**src/design/pdh_pkg.sv**
```systemverilog
`timescale 1ns / 1ps
`default_nettype none
// ----------------------------------------------------------------------------
// pdh_pkg: shared types, constants and helpers
// Holds the queue entry, the configuration bundle, opcodes and axis helpers.
// ----------------------------------------------------------------------------
package pdh_pkg;

    localparam int DH_MAX_BINS = 64;
    localparam int SPECIES     = 5;
    localparam int Q_DEPTH     = 2;

    // Opcodes carried in the input request.
    localparam logic [1:0] OP_SAMPLE = 2'd0;
    localparam logic [1:0] OP_END    = 2'd1;
    localparam logic [1:0] OP_READ   = 2'd2;
    localparam logic [1:0] OP_CLEAR  = 2'd3;

    // Distance modes.
    localparam logic [1:0] MODE_NORM = 2'd0;
    localparam logic [1:0] MODE_X    = 2'd1;
    localparam logic [1:0] MODE_Y    = 2'd2;
    localparam logic [1:0] MODE_Z    = 2'd3;

    // Configuration register indexes.
    localparam logic [2:0] REG_BOX_LENGTH     = 3'd0;
    localparam logic [2:0] REG_BIN_WIDTH      = 3'd1;
    localparam logic [2:0] REG_BINS_IN_USE    = 3'd2;
    localparam logic [2:0] REG_DISTANCE_MODE  = 3'd3;
    localparam logic [2:0] REG_FAST_THRESHOLD = 3'd4;

    typedef struct packed {
        logic [1:0]  opcode;
        logic [31:0] ax;
        logic [31:0] ay;
        logic [31:0] az;
        logic [2:0]  species;
        logic [2:0]  sel_species;
        logic [5:0]  sel_bin;
    } pdh_entry_t;

    typedef struct packed {
        logic [30:0] bin_width;
        logic [6:0]  bins_in_use;
        logic [1:0]  distance_mode;
        logic [30:0] fast_threshold;
    } pdh_cfg_t;

    function automatic logic [2:0] species_of(input logic [7:0] charge);
        logic [2:0] sp;
        if (charge < 8'd3) begin
            sp = 3'd0;
        end else if (charge < 8'd7) begin
            sp = 3'd1;
        end else if (charge < 8'd9) begin
            sp = 3'd2;
        end else if (charge < 8'd11) begin
            sp = 3'd3;
        end else begin
            sp = 3'd4;
        end
        return sp;
    endfunction

    function automatic logic [33:0] abs34(input logic signed [33:0] v);
        return v[33] ? 34'(-v) : 34'(v);
    endfunction

    // Minimum-image distance along one axis.
    function automatic logic [31:0] axis_dist(input logic [31:0] o, input logic [31:0] n,
                                              input logic [30:0] len);
        logic signed [33:0] d;
        logic signed [33:0] l;
        logic [33:0] a;
        logic [33:0] b;
        logic [33:0] c;
        d = 34'(signed'(n)) - 34'(signed'(o));
        l = signed'({3'b000, len});
        a = abs34(d);
        b = abs34(d - l);
        c = abs34(d + l);
        if (b < a) begin
            a = b;
        end
        if (c < a) begin
            a = c;
        end
        return a[31:0];
    endfunction

endpackage
`default_nettype wire

```
**src/design/pdh_front.sv**
```systemverilog
`timescale 1ns / 1ps
`default_nettype none
// ----------------------------------------------------------------------------
// pdh_front: request intake and classification
// Computes minimum-image axis distances and the species, then queues the work.
// ----------------------------------------------------------------------------
module pdh_front
    import pdh_pkg::*;
(
    input  wire logic        s_tvalid,
    output logic             s_tready,
    input  wire logic [215:0] s_tdata,
    input  wire logic [1:0]  s_tuser,
    input  wire logic [30:0] box_length,
    input  wire logic        q_full,
    input  wire logic        init_done,
    output logic             q_push,
    output pdh_entry_t       q_entry
);
    assign s_tready = !q_full && init_done;
    assign q_push   = s_tvalid && s_tready;

    always_comb begin
        q_entry.opcode      = s_tuser;
        q_entry.ax          = axis_dist(s_tdata[31:0],  s_tdata[127:96],  box_length);
        q_entry.ay          = axis_dist(s_tdata[63:32], s_tdata[159:128], box_length);
        q_entry.az          = axis_dist(s_tdata[95:64], s_tdata[191:160], box_length);
        q_entry.species     = species_of(s_tdata[199:192]);
        q_entry.sel_species = s_tdata[202:200];
        q_entry.sel_bin     = s_tdata[208:203];
    end
endmodule
`default_nettype wire

```
**config.mk**
```make
export PLATFORM = sky130hd
export DESIGN_NAME = pdh_front
export DESIGN_NICKNAME = d
export VERILOG_FILES = /design/src/design/pdh_pkg.sv /design/src/design/pdh_front.sv
export SDC_FILE = /design/constraint.sdc
export NUM_CORES = 1
export LEC_CHECK = 0
export BUFFER_PORTS_ARGS = -buffer_cell sky130_fd_sc_hd__buf_4
export CAP_MARGIN = 40
export CORE_MARGIN = 10
export CORE_UTILIZATION = 35
export DETAILED_ROUTE_END_ITERATION = 10
export PLACE_DENSITY_LB_ADDON = 0.25
export SYNTH_ARGS = -nofsm -noshare
export SYNTH_HDL_FRONTEND = slang
export SYNTH_SLANG_ARGS = --single-unit
```
**constraint.sdc**
```tcl
create_clock -name vclk -period 18.35
set_input_delay 3.67 -clock vclk [all_inputs]
set_output_delay 3.67 -clock vclk [all_outputs]
set_load 0.005 [all_outputs]
```
==> flow_metrics.tcl <==
set metrics [dict create \
    via_per_inst 5.93 \
    seq_cells 0 \
    cts_hold_buf 0 \
    crit_top_cell "a21oi_1" \
    cp_top_family "compound AO/OA/AOI/OAI gates" \
    grt_pass1_vias 35988 \
    hold_class "in2out" \
    fillers 10162 \
    num_rows 113 \
    end_kind "output pin" \
    placed_area_um2 38200 \
    fmax_mhz 56.0 \
    final_common_cell "buf_4" \
    vias 38993 \
    seqCellArea_um2 0 \
    vdd_ir_drop_max_uv 71.2 \
    rsz0062_at_grt "no" \
    pre_cts_slack_ns 0.440 \
    dpl.cell_count 6574 \
    multiInputGateArea_um2 31000 \
    hold-worst-slack_ns 7.34 \
    yosysTopAreaCell "ha_1" \
    seq_area_frac_synth_pct 0 \
    crit_buf_inv 7 \
    gp_congestion 0.967 \
    syn-cell-area_um2 33300 \
    synth_area_per_cell_um2 6.68 \
    hold_violations 0 \
    start_util_pct 35.2 \
    tightestPinTransition_ns 0.982 \
    grt_pass1_wl_um 212000 \
    tns_ns 0 \
    cap_violations 0 \
    netlist_instances 4986 \
    status "finished, final reports clean" \
    antenna_found_initial 0 \
    p_total_mw 5.51 \
    setup_slack_ns 0.491 \
    path_class "in2out" \
    fin_crit_sh_pct 97.3 \
    io_buffers 335 \
    leakage_nw 17.4 \
    final_nets 6062 \
    track_usage_pct 24.6 \
    period_needed_ns 17.86 \
    post-route-util_pct 40.4 \
    yosysWarnings 0 \
    setup_viol 0 \
    clock_buffers 0 \
    synth_cell_type_count 105 \
    wl_per_cell_um 21.7 \
    dp_hpwl_um 123000 \
    area_growth_syn_to_layout_pct 14.8 \
    die_h_um 329 \
    p_per_area_nw_per_um2 144 \
    maxSlewViolCount 0 \
    critPathLaunchType "primary input" \
    core_um2 94700 \
    diodes 0 \
    layout-drive-gt1-share_pct 12.6 \
    drcViolationCount 0 \
    cp_max_fo 14 \
    max_slew_margin_pct 34.1 \
    crit_arrival_ns 14.19 \
    ant_nets 0 \
    crit_required_ns 14.68 \
    stdcell_count 6575 \
    dr.pass1.iters 5 \
    drt_wl_total_um 143000 \
    synthTopCellsByArea "ha_1 (18%), xnor2_1 (7.9%), a21oi_1 (6.5%)" \
    layout_common_cells "buf_4 (520), ha_1 (487), a21oi_1 (430), inv_1 (430), nor2_1 (386)" \
    drt_iter0_markers 3166 \
    synth_top_area_share_pct 18.4 \
    overflow 0 \
    max_stage_delay_ns 0.53 \
    final_cell_area_um2 38200 \
    critPathSlowestCell "ha_1" \
    ios 364 \
    die-area_um2 108000 \
    grt_max_degree 44 \
    die_w_um 329 \
]
==> timing repair <==
item / CTS / global route
gates resized for setup: 0 / 22
buffers inserted: 0 / 1
setup endpoints to repair: 0 / 39
==> Yosys cell counts, types with 36 or more instances <==
library cell,instances
a211oi_1,82
a21o_1,136
a21oi_1,433
a31oi_1,65
and2_1,60
and3_1,45
clkbuf_1,178
ha_1,489
inv_1,430
mux2i_1,124
nand2_1,354
nand2b_1,44
nand3_1,116
nand4_1,107
nor2_1,386
nor2b_1,58
nor3_1,158
nor4_1,78
o211ai_1,71
o21a_1,56
o21ai_0,310
o21bai_1,38
o31ai_1,58
or2_2,36
or3_1,61
xnor2_1,300
xor2_1,139
==> report_power, final <==
| group | switching, mW | total (mW) | internal [mW] |
|---|---|---|---|
| clock network | 0 | 0 | 0 |
| logic | 3.25 | 5.51 | 2.25 |
| registers | 0 | 0 | 0 |
| total | 3.25 | 5.51 | 2.25 |
==> path summary, 6_finish.rpt <==
kind | from | end | slack, ns | depth (start not counted)
hold / removal | s_tuser[0] | q_entry[108] | 7.34 | 0
setup / recovery | s_tdata[71] | q_entry[41] | 0.49 | 41
==> logic make-up (layout without fill, tap and decap cells) <==
group           Yosys count  in the layout  synth area share, %
mux                     146            146                 4.47
fa+ha+maj               498            498                 18.9
buf+inv                 646            960                 7.44
compound gates         1603           1603                 32.2
other cells               2             12               0.0225
xor+xnor                439            439                 11.5
simple gates           1652           1652                 25.5
==> final cells by class <==
class                           count  area share (%)
Inverter                          433            4.25
Timing Repair Buffer              527            10.5
Multi-Input combinational cell   4350            81.1
Tap cell                         1265            4.14
==> per-layer routing <==
layer / track usage (%) / up-vias / part of all wire, %
met2: 40.0 / 1483 / 44
met3: 1.91 / 197 / 7.1
met1: 34.0 / 18206 / 45
met4: 7.37 / 0 / 3.6
li1: - / 19107 / -
met5: 0 / - / 0
No activity file was read; power rests on OpenSTA's default activity.
