==> src/design/pdh_pkg.sv <==
`timescale 1ns / 1ps
`default_nettype none
// ----------------------------------------------------------------------------
// pdh_pkg: shared types, constants and helpers
// Holds the queue entry, the configuration bundle, opcodes and axis helpers.
// ----------------------------------------------------------------------------
package pdh_pkg;

    localparam int DH_MAX_BINS = 64;
    localparam int SPECIES     = 5;
    localparam int Q_DEPTH     = 2;

    // Opcodes carried in the input request.
    localparam logic [1:0] OP_SAMPLE = 2'd0;
    localparam logic [1:0] OP_END    = 2'd1;
    localparam logic [1:0] OP_READ   = 2'd2;
    localparam logic [1:0] OP_CLEAR  = 2'd3;

    // Distance modes.
    localparam logic [1:0] MODE_NORM = 2'd0;
    localparam logic [1:0] MODE_X    = 2'd1;
    localparam logic [1:0] MODE_Y    = 2'd2;
    localparam logic [1:0] MODE_Z    = 2'd3;

    // Configuration register indexes.
    localparam logic [2:0] REG_BOX_LENGTH     = 3'd0;
    localparam logic [2:0] REG_BIN_WIDTH      = 3'd1;
    localparam logic [2:0] REG_BINS_IN_USE    = 3'd2;
    localparam logic [2:0] REG_DISTANCE_MODE  = 3'd3;
    localparam logic [2:0] REG_FAST_THRESHOLD = 3'd4;

    typedef struct packed {
        logic [1:0]  opcode;
        logic [31:0] ax;
        logic [31:0] ay;
        logic [31:0] az;
        logic [2:0]  species;
        logic [2:0]  sel_species;
        logic [5:0]  sel_bin;
    } pdh_entry_t;

    typedef struct packed {
        logic [30:0] bin_width;
        logic [6:0]  bins_in_use;
        logic [1:0]  distance_mode;
        logic [30:0] fast_threshold;
    } pdh_cfg_t;

    function automatic logic [2:0] species_of(input logic [7:0] charge);
        logic [2:0] sp;
        if (charge < 8'd3) begin
            sp = 3'd0;
        end else if (charge < 8'd7) begin
            sp = 3'd1;
        end else if (charge < 8'd9) begin
            sp = 3'd2;
        end else if (charge < 8'd11) begin
            sp = 3'd3;
        end else begin
            sp = 3'd4;
        end
        return sp;
    endfunction

    function automatic logic [33:0] abs34(input logic signed [33:0] v);
        return v[33] ? 34'(-v) : 34'(v);
    endfunction

    // Minimum-image distance along one axis.
    function automatic logic [31:0] axis_dist(input logic [31:0] o, input logic [31:0] n,
                                              input logic [30:0] len);
        logic signed [33:0] d;
        logic signed [33:0] l;
        logic [33:0] a;
        logic [33:0] b;
        logic [33:0] c;
        d = 34'(signed'(n)) - 34'(signed'(o));
        l = signed'({3'b000, len});
        a = abs34(d);
        b = abs34(d - l);
        c = abs34(d + l);
        if (b < a) begin
            a = b;
        end
        if (c < a) begin
            a = c;
        end
        return a[31:0];
    endfunction

endpackage
`default_nettype wire

==> src/design/pdh_queue.sv <==
`timescale 1ns / 1ps
`default_nettype none
// ----------------------------------------------------------------------------
// pdh_queue: short queue between intake and execution
// A small FIFO of classified requests.
// ----------------------------------------------------------------------------
module pdh_queue
    import pdh_pkg::*;
(
    input  wire logic       aclk,
    input  wire logic       aresetn,
    input  wire logic       push,
    input  wire pdh_entry_t entry_in,
    input  wire logic       pop,
    output logic            valid,
    output logic            full,
    output pdh_entry_t      entry_out
);
    localparam int PW = $clog2(Q_DEPTH);

    pdh_entry_t         slot_reg [Q_DEPTH];
    logic [PW-1:0]      wr_ptr_reg;
    logic [PW-1:0]      rd_ptr_reg;
    logic [PW:0]        count_reg;

    assign valid     = count_reg != '0;
    assign full      = count_reg == (PW+1)'(Q_DEPTH);
    assign entry_out = slot_reg[rd_ptr_reg];

    always_ff @(posedge aclk) begin
        if (!aresetn) begin
            wr_ptr_reg <= '0;
            rd_ptr_reg <= '0;
            count_reg  <= '0;
        end else begin
            if (push) begin
                slot_reg[wr_ptr_reg] <= entry_in;
                wr_ptr_reg <= (wr_ptr_reg == PW'(Q_DEPTH - 1)) ? '0 : wr_ptr_reg + 1'b1;
            end
            if (pop) begin
                rd_ptr_reg <= (rd_ptr_reg == PW'(Q_DEPTH - 1)) ? '0 : rd_ptr_reg + 1'b1;
            end
            if (push && !pop) begin
                count_reg <= count_reg + 1'b1;
            end else if (pop && !push) begin
                count_reg <= count_reg - 1'b1;
            end
        end
    end
endmodule
`default_nettype wire

==> config.mk <==
export PLATFORM = sky130hd
export DESIGN_NAME = pdh_queue
export DESIGN_NICKNAME = d
export VERILOG_FILES = /design/src/design/pdh_pkg.sv /design/src/design/pdh_queue.sv
export SDC_FILE = /design/constraint.sdc
export NUM_CORES = 1
export LEC_CHECK = 0
export ABC_AREA = 1
export BUFFER_PORTS_ARGS = -buffer_cell sky130_fd_sc_hd__buf_2
export CAP_MARGIN = 20
export CORE_MARGIN = 2
export CORE_UTILIZATION = 53
export CTS_CLUSTER_SIZE = 28
export DETAILED_ROUTE_END_ITERATION = 10
export GPL_ROUTABILITY_DRIVEN = 0
export PLACE_DENSITY = 0.81
export SYNTH_ARGS = -nofsm -noshare
export SYNTH_HDL_FRONTEND = slang
export SYNTH_SLANG_ARGS = --single-unit
==> constraint.sdc <==
create_clock -name aclk -period 10.9 [get_ports aclk]
set_input_delay 1.09 -clock aclk [delete_from_list [all_inputs] [get_ports aclk]]
set_output_delay 1.09 -clock aclk [all_outputs]
set_load 0.03 [all_outputs]
==> summary.md <==
| Metric | Value |
|---|---|
| Status | finished, final reports clean |
| H-tree Lvls | 1 |
| Period utilization | 38.0% |
| Vias in the first global route | 4617 |
| Port bufs | 225 |
| Register area share after synthesis | 77.4% |
| Drt drc | 0 |
| First-pass DRT Iterations | 4 |
| Hold buffers post-CTS | 0 |
| Mux cell area share after synthesis | 18.6% |
| Power density over cell area | 185 nW/um2 |
| Clock transition at path regs | roughly 60 ps |
| Routed Antenna Nets | 0 |
| DPL Wire Length | ~10 mm |
| Clk_lat worst skew | 480 ps |
| Worst slew pin tran | 1090 ps |
| Syn Nets | 491 |
| Gate Count Post-Synth | 376 |
| Layout cells sized above 1 | 58.8% |
| Setup Skew | 7.07 ps |
| Area growth, synth to finish | 22.3% |
| Die Span X | 132 um |
| CP startpoint kind | flop |
| Post-cts gate resize count | 0 |
| Crit path kind | flop to primary output |
| First-pass GRT wire length | 23.3 mm |
| Worst Path Max Fanout | 61 |
| Num CTS Buffers | 22 |
| Complex-gate fraction of the synthesized area | 0.173% |
| Number of fill cells | ~1100 |
| Final WL | roughly 15 mm |
| Initial Util | 54.4% |
| Deepest clock path buffer count | 3 |
| Req. time, crit path | 9810 ps |
| Min Tclk post-route | 4150 ps |
| Post-synthesis cell type count | 17 |
| Wire length per cell | 17.7 um |
| Initial drt markers | 222 |
| Post-Syn Area | 8670 um2 |
| Num ports | 226 |
| GRT Util Overall | 16.9% |
| Via/cell ratio | about 5.0 |
| Synthesis Warnings | 0 |
| Hold WC Path Type | flop to flop |
| Met3 GRT Util | under 10% |
| Setup violators final | 0 |
| Post-Synth Adder-Cell Area | 0.144% |
| Total Power | 1960 uW |
| Leak Pwr | 0.00419 uW |
| RSZ-0062 raised after global routing | no |
| Largest net degree at the start of global routing | 62 |
| Number of buffers added for setup after CTS | 0 |
| Crit end category | primary output |
| Synthesized area per cell | around 23 um2 |
| Clock root cell | clkbuf_16 |
| Die footprint | 17400 um2 |
| Core Region | between 15000 and 20000 um2 |
| Busiest layer in global routing | met2 |
| Largest family of logic cells by synthesized area | multiplexers |
| Row count | 46 |
| Post-synthesis xor/xnor area fraction | less than 1% |
| Post-synthesis simple-gate area fraction | less than 1% |
| DR vias | roughly 4200 |
| GRT overflow | 0 |
| VDD IR max | ~0.14 mV |
| Synth Register Bits | 225 |
| Grt met1 use | between 20% and 30% |
| CTS tree | done |
| Max-Cap Viols | 0 |
| Final hold vios | 0 |
| Sink Count | 225 |
| CP Data Arrival Time | a little over 3000 ps |
| GR met2 Demand/Resource | 28.9% |
| Max reg flops | 220 |
| Pins over their slew limit | 0 |
| Setup TNS | 0 ps |
| Fin nets | 733 |
| Slew HR | 27.0% |
| Worst R2R Setup Slack | 9230 ps |
| Initial antenna violation count | 3 |
| Die height | 132 um |
| Fmax | between 0.2 and 0.25 GHz |
==> cells in the mapped netlist <==
cell type / n / area, um2
a21oi_1: 2 / 10.0
buf_12: 10 / 200
buf_2: 1 / 5.00
buf_6: 1 / 11.3
dfxtp_1: 5 / 100
edfxtp_1: 220 / 6610
ha_1: 1 / 12.5
inv_1: 9 / 33.8
mux2_2: 10 / 113
mux2_4: 100 / 1500
nand2_1: 7 / 26.3
nand3_1: 1 / 5.00
nand4_1: 1 / 6.26
nor2_1: 5 / 18.8
nor3_1: 1 / 5.00
o21ai_0: 1 / 5.00
xnor2_1: 1 / 8.76
==> area by class of cell <==
cell class	instances	area (um2)	share of cell area (%)
clock buffers	25	583	5.50
clock inverters	15	115	1.09
inverters	9	33.8	0.319
diodes	2	5.00	0.0472
well taps	216	270	2.55
repair buffers	230	1160	11.0
multi-input cells	130	1720	16.3
flip-flops and latches	225	6710	63.3
==> layout by cell type (no fill, tap or decap) <==
cell | netlist | layout
a21oi_1 | 2 | 2
buf_2 | 1 | 225
buf_4 | 0 | 5
bufinv_16 | 0 | 2
clkbuf_1 | 0 | 2
clkbuf_16 | 0 | 23
clkinv_1 | 0 | 8
clkinv_2 | 0 | 5
dfxtp_1 | 5 | 4
dfxtp_4 | 0 | 1
diode_2 | 0 | 2
edfxtp_1 | 220 | 220
ha_1 | 1 | 1
inv_1 | 9 | 9
mux2_2 | 10 | 10
mux2_4 | 100 | 100
nand2_1 | 7 | 7
nand3_1 | 1 | 1
nand4_1 | 1 | 1
nor2_1 | 5 | 4
nor2_4 | 0 | 1
nor3_2 | 0 | 1
o21ai_0 | 1 | 1
xnor2_1 | 1 | 1
==> worst max-delay path, cell delays in order (launching register included) <==
cell	delay, ps
dfxtp_4	950
buf_4	900
mux2_2	430
buf_2	180
==> stage by stage <==
stage | setup slack (ps) | cell area [um2] | hold WS [ps] | cells | util [%]
2_1_floorplan | 1600 | 8670 | 443 | 376 | -
3_3_place_gp | 7260 | 9900 | 451 | 810 | 62.1
3_5_place_dp | 7210 | 9900 | 464 | 810 | 62.1
4_1_cts | 6690 | 10600 | 473 | 850 | 66.5
5_1_grt | 6590 | 10600 | 494 | 850 | 66.5
6_report | 6750 | 10600 | 471 | 852 | 66.5
==> routing by layer <==
layer / vias up / routed length [um] / part of all wire [%]
met5: - / 16 / 0.11
met4: 2 / 325 / 2.2
met3: 29 / 1420 / 9.4
met2: 184 / 7430 / 49
met1: 2074 / 5870 / 39
li1: 1954 / - / -
==> where the power goes <==
group          internal, uW  total, uW  switching, uW
registers               984       1000           17.4
logic                   100        239            139
clock network           429        719            290
==> path summary, 6_finish.rpt <==
check,from,endpoint,cells after the start
worst max register to register,wr_ptr_reg$_SDFFE_PN0P_,slot_reg[1][72]$_DFFE_PP_,3
worst min register to register,wr_ptr_reg$_SDFFE_PN0P_,wr_ptr_reg$_SDFFE_PN0P_,2
worst min-delay path,wr_ptr_reg$_SDFFE_PN0P_,wr_ptr_reg$_SDFFE_PN0P_,2
worst max-delay path,flop,entry_out[94],3
==> logic make-up after synthesis <==
group | count (synthesis)
and+or+nand+nor | 15
muxes | 110
adders and majority gates | 1
buffers and inverters | 21
xor gates and xnor gates | 1
DFF | 225
AOI/OAI and AO/OA | 3
(Power assumes the default switching activity.)
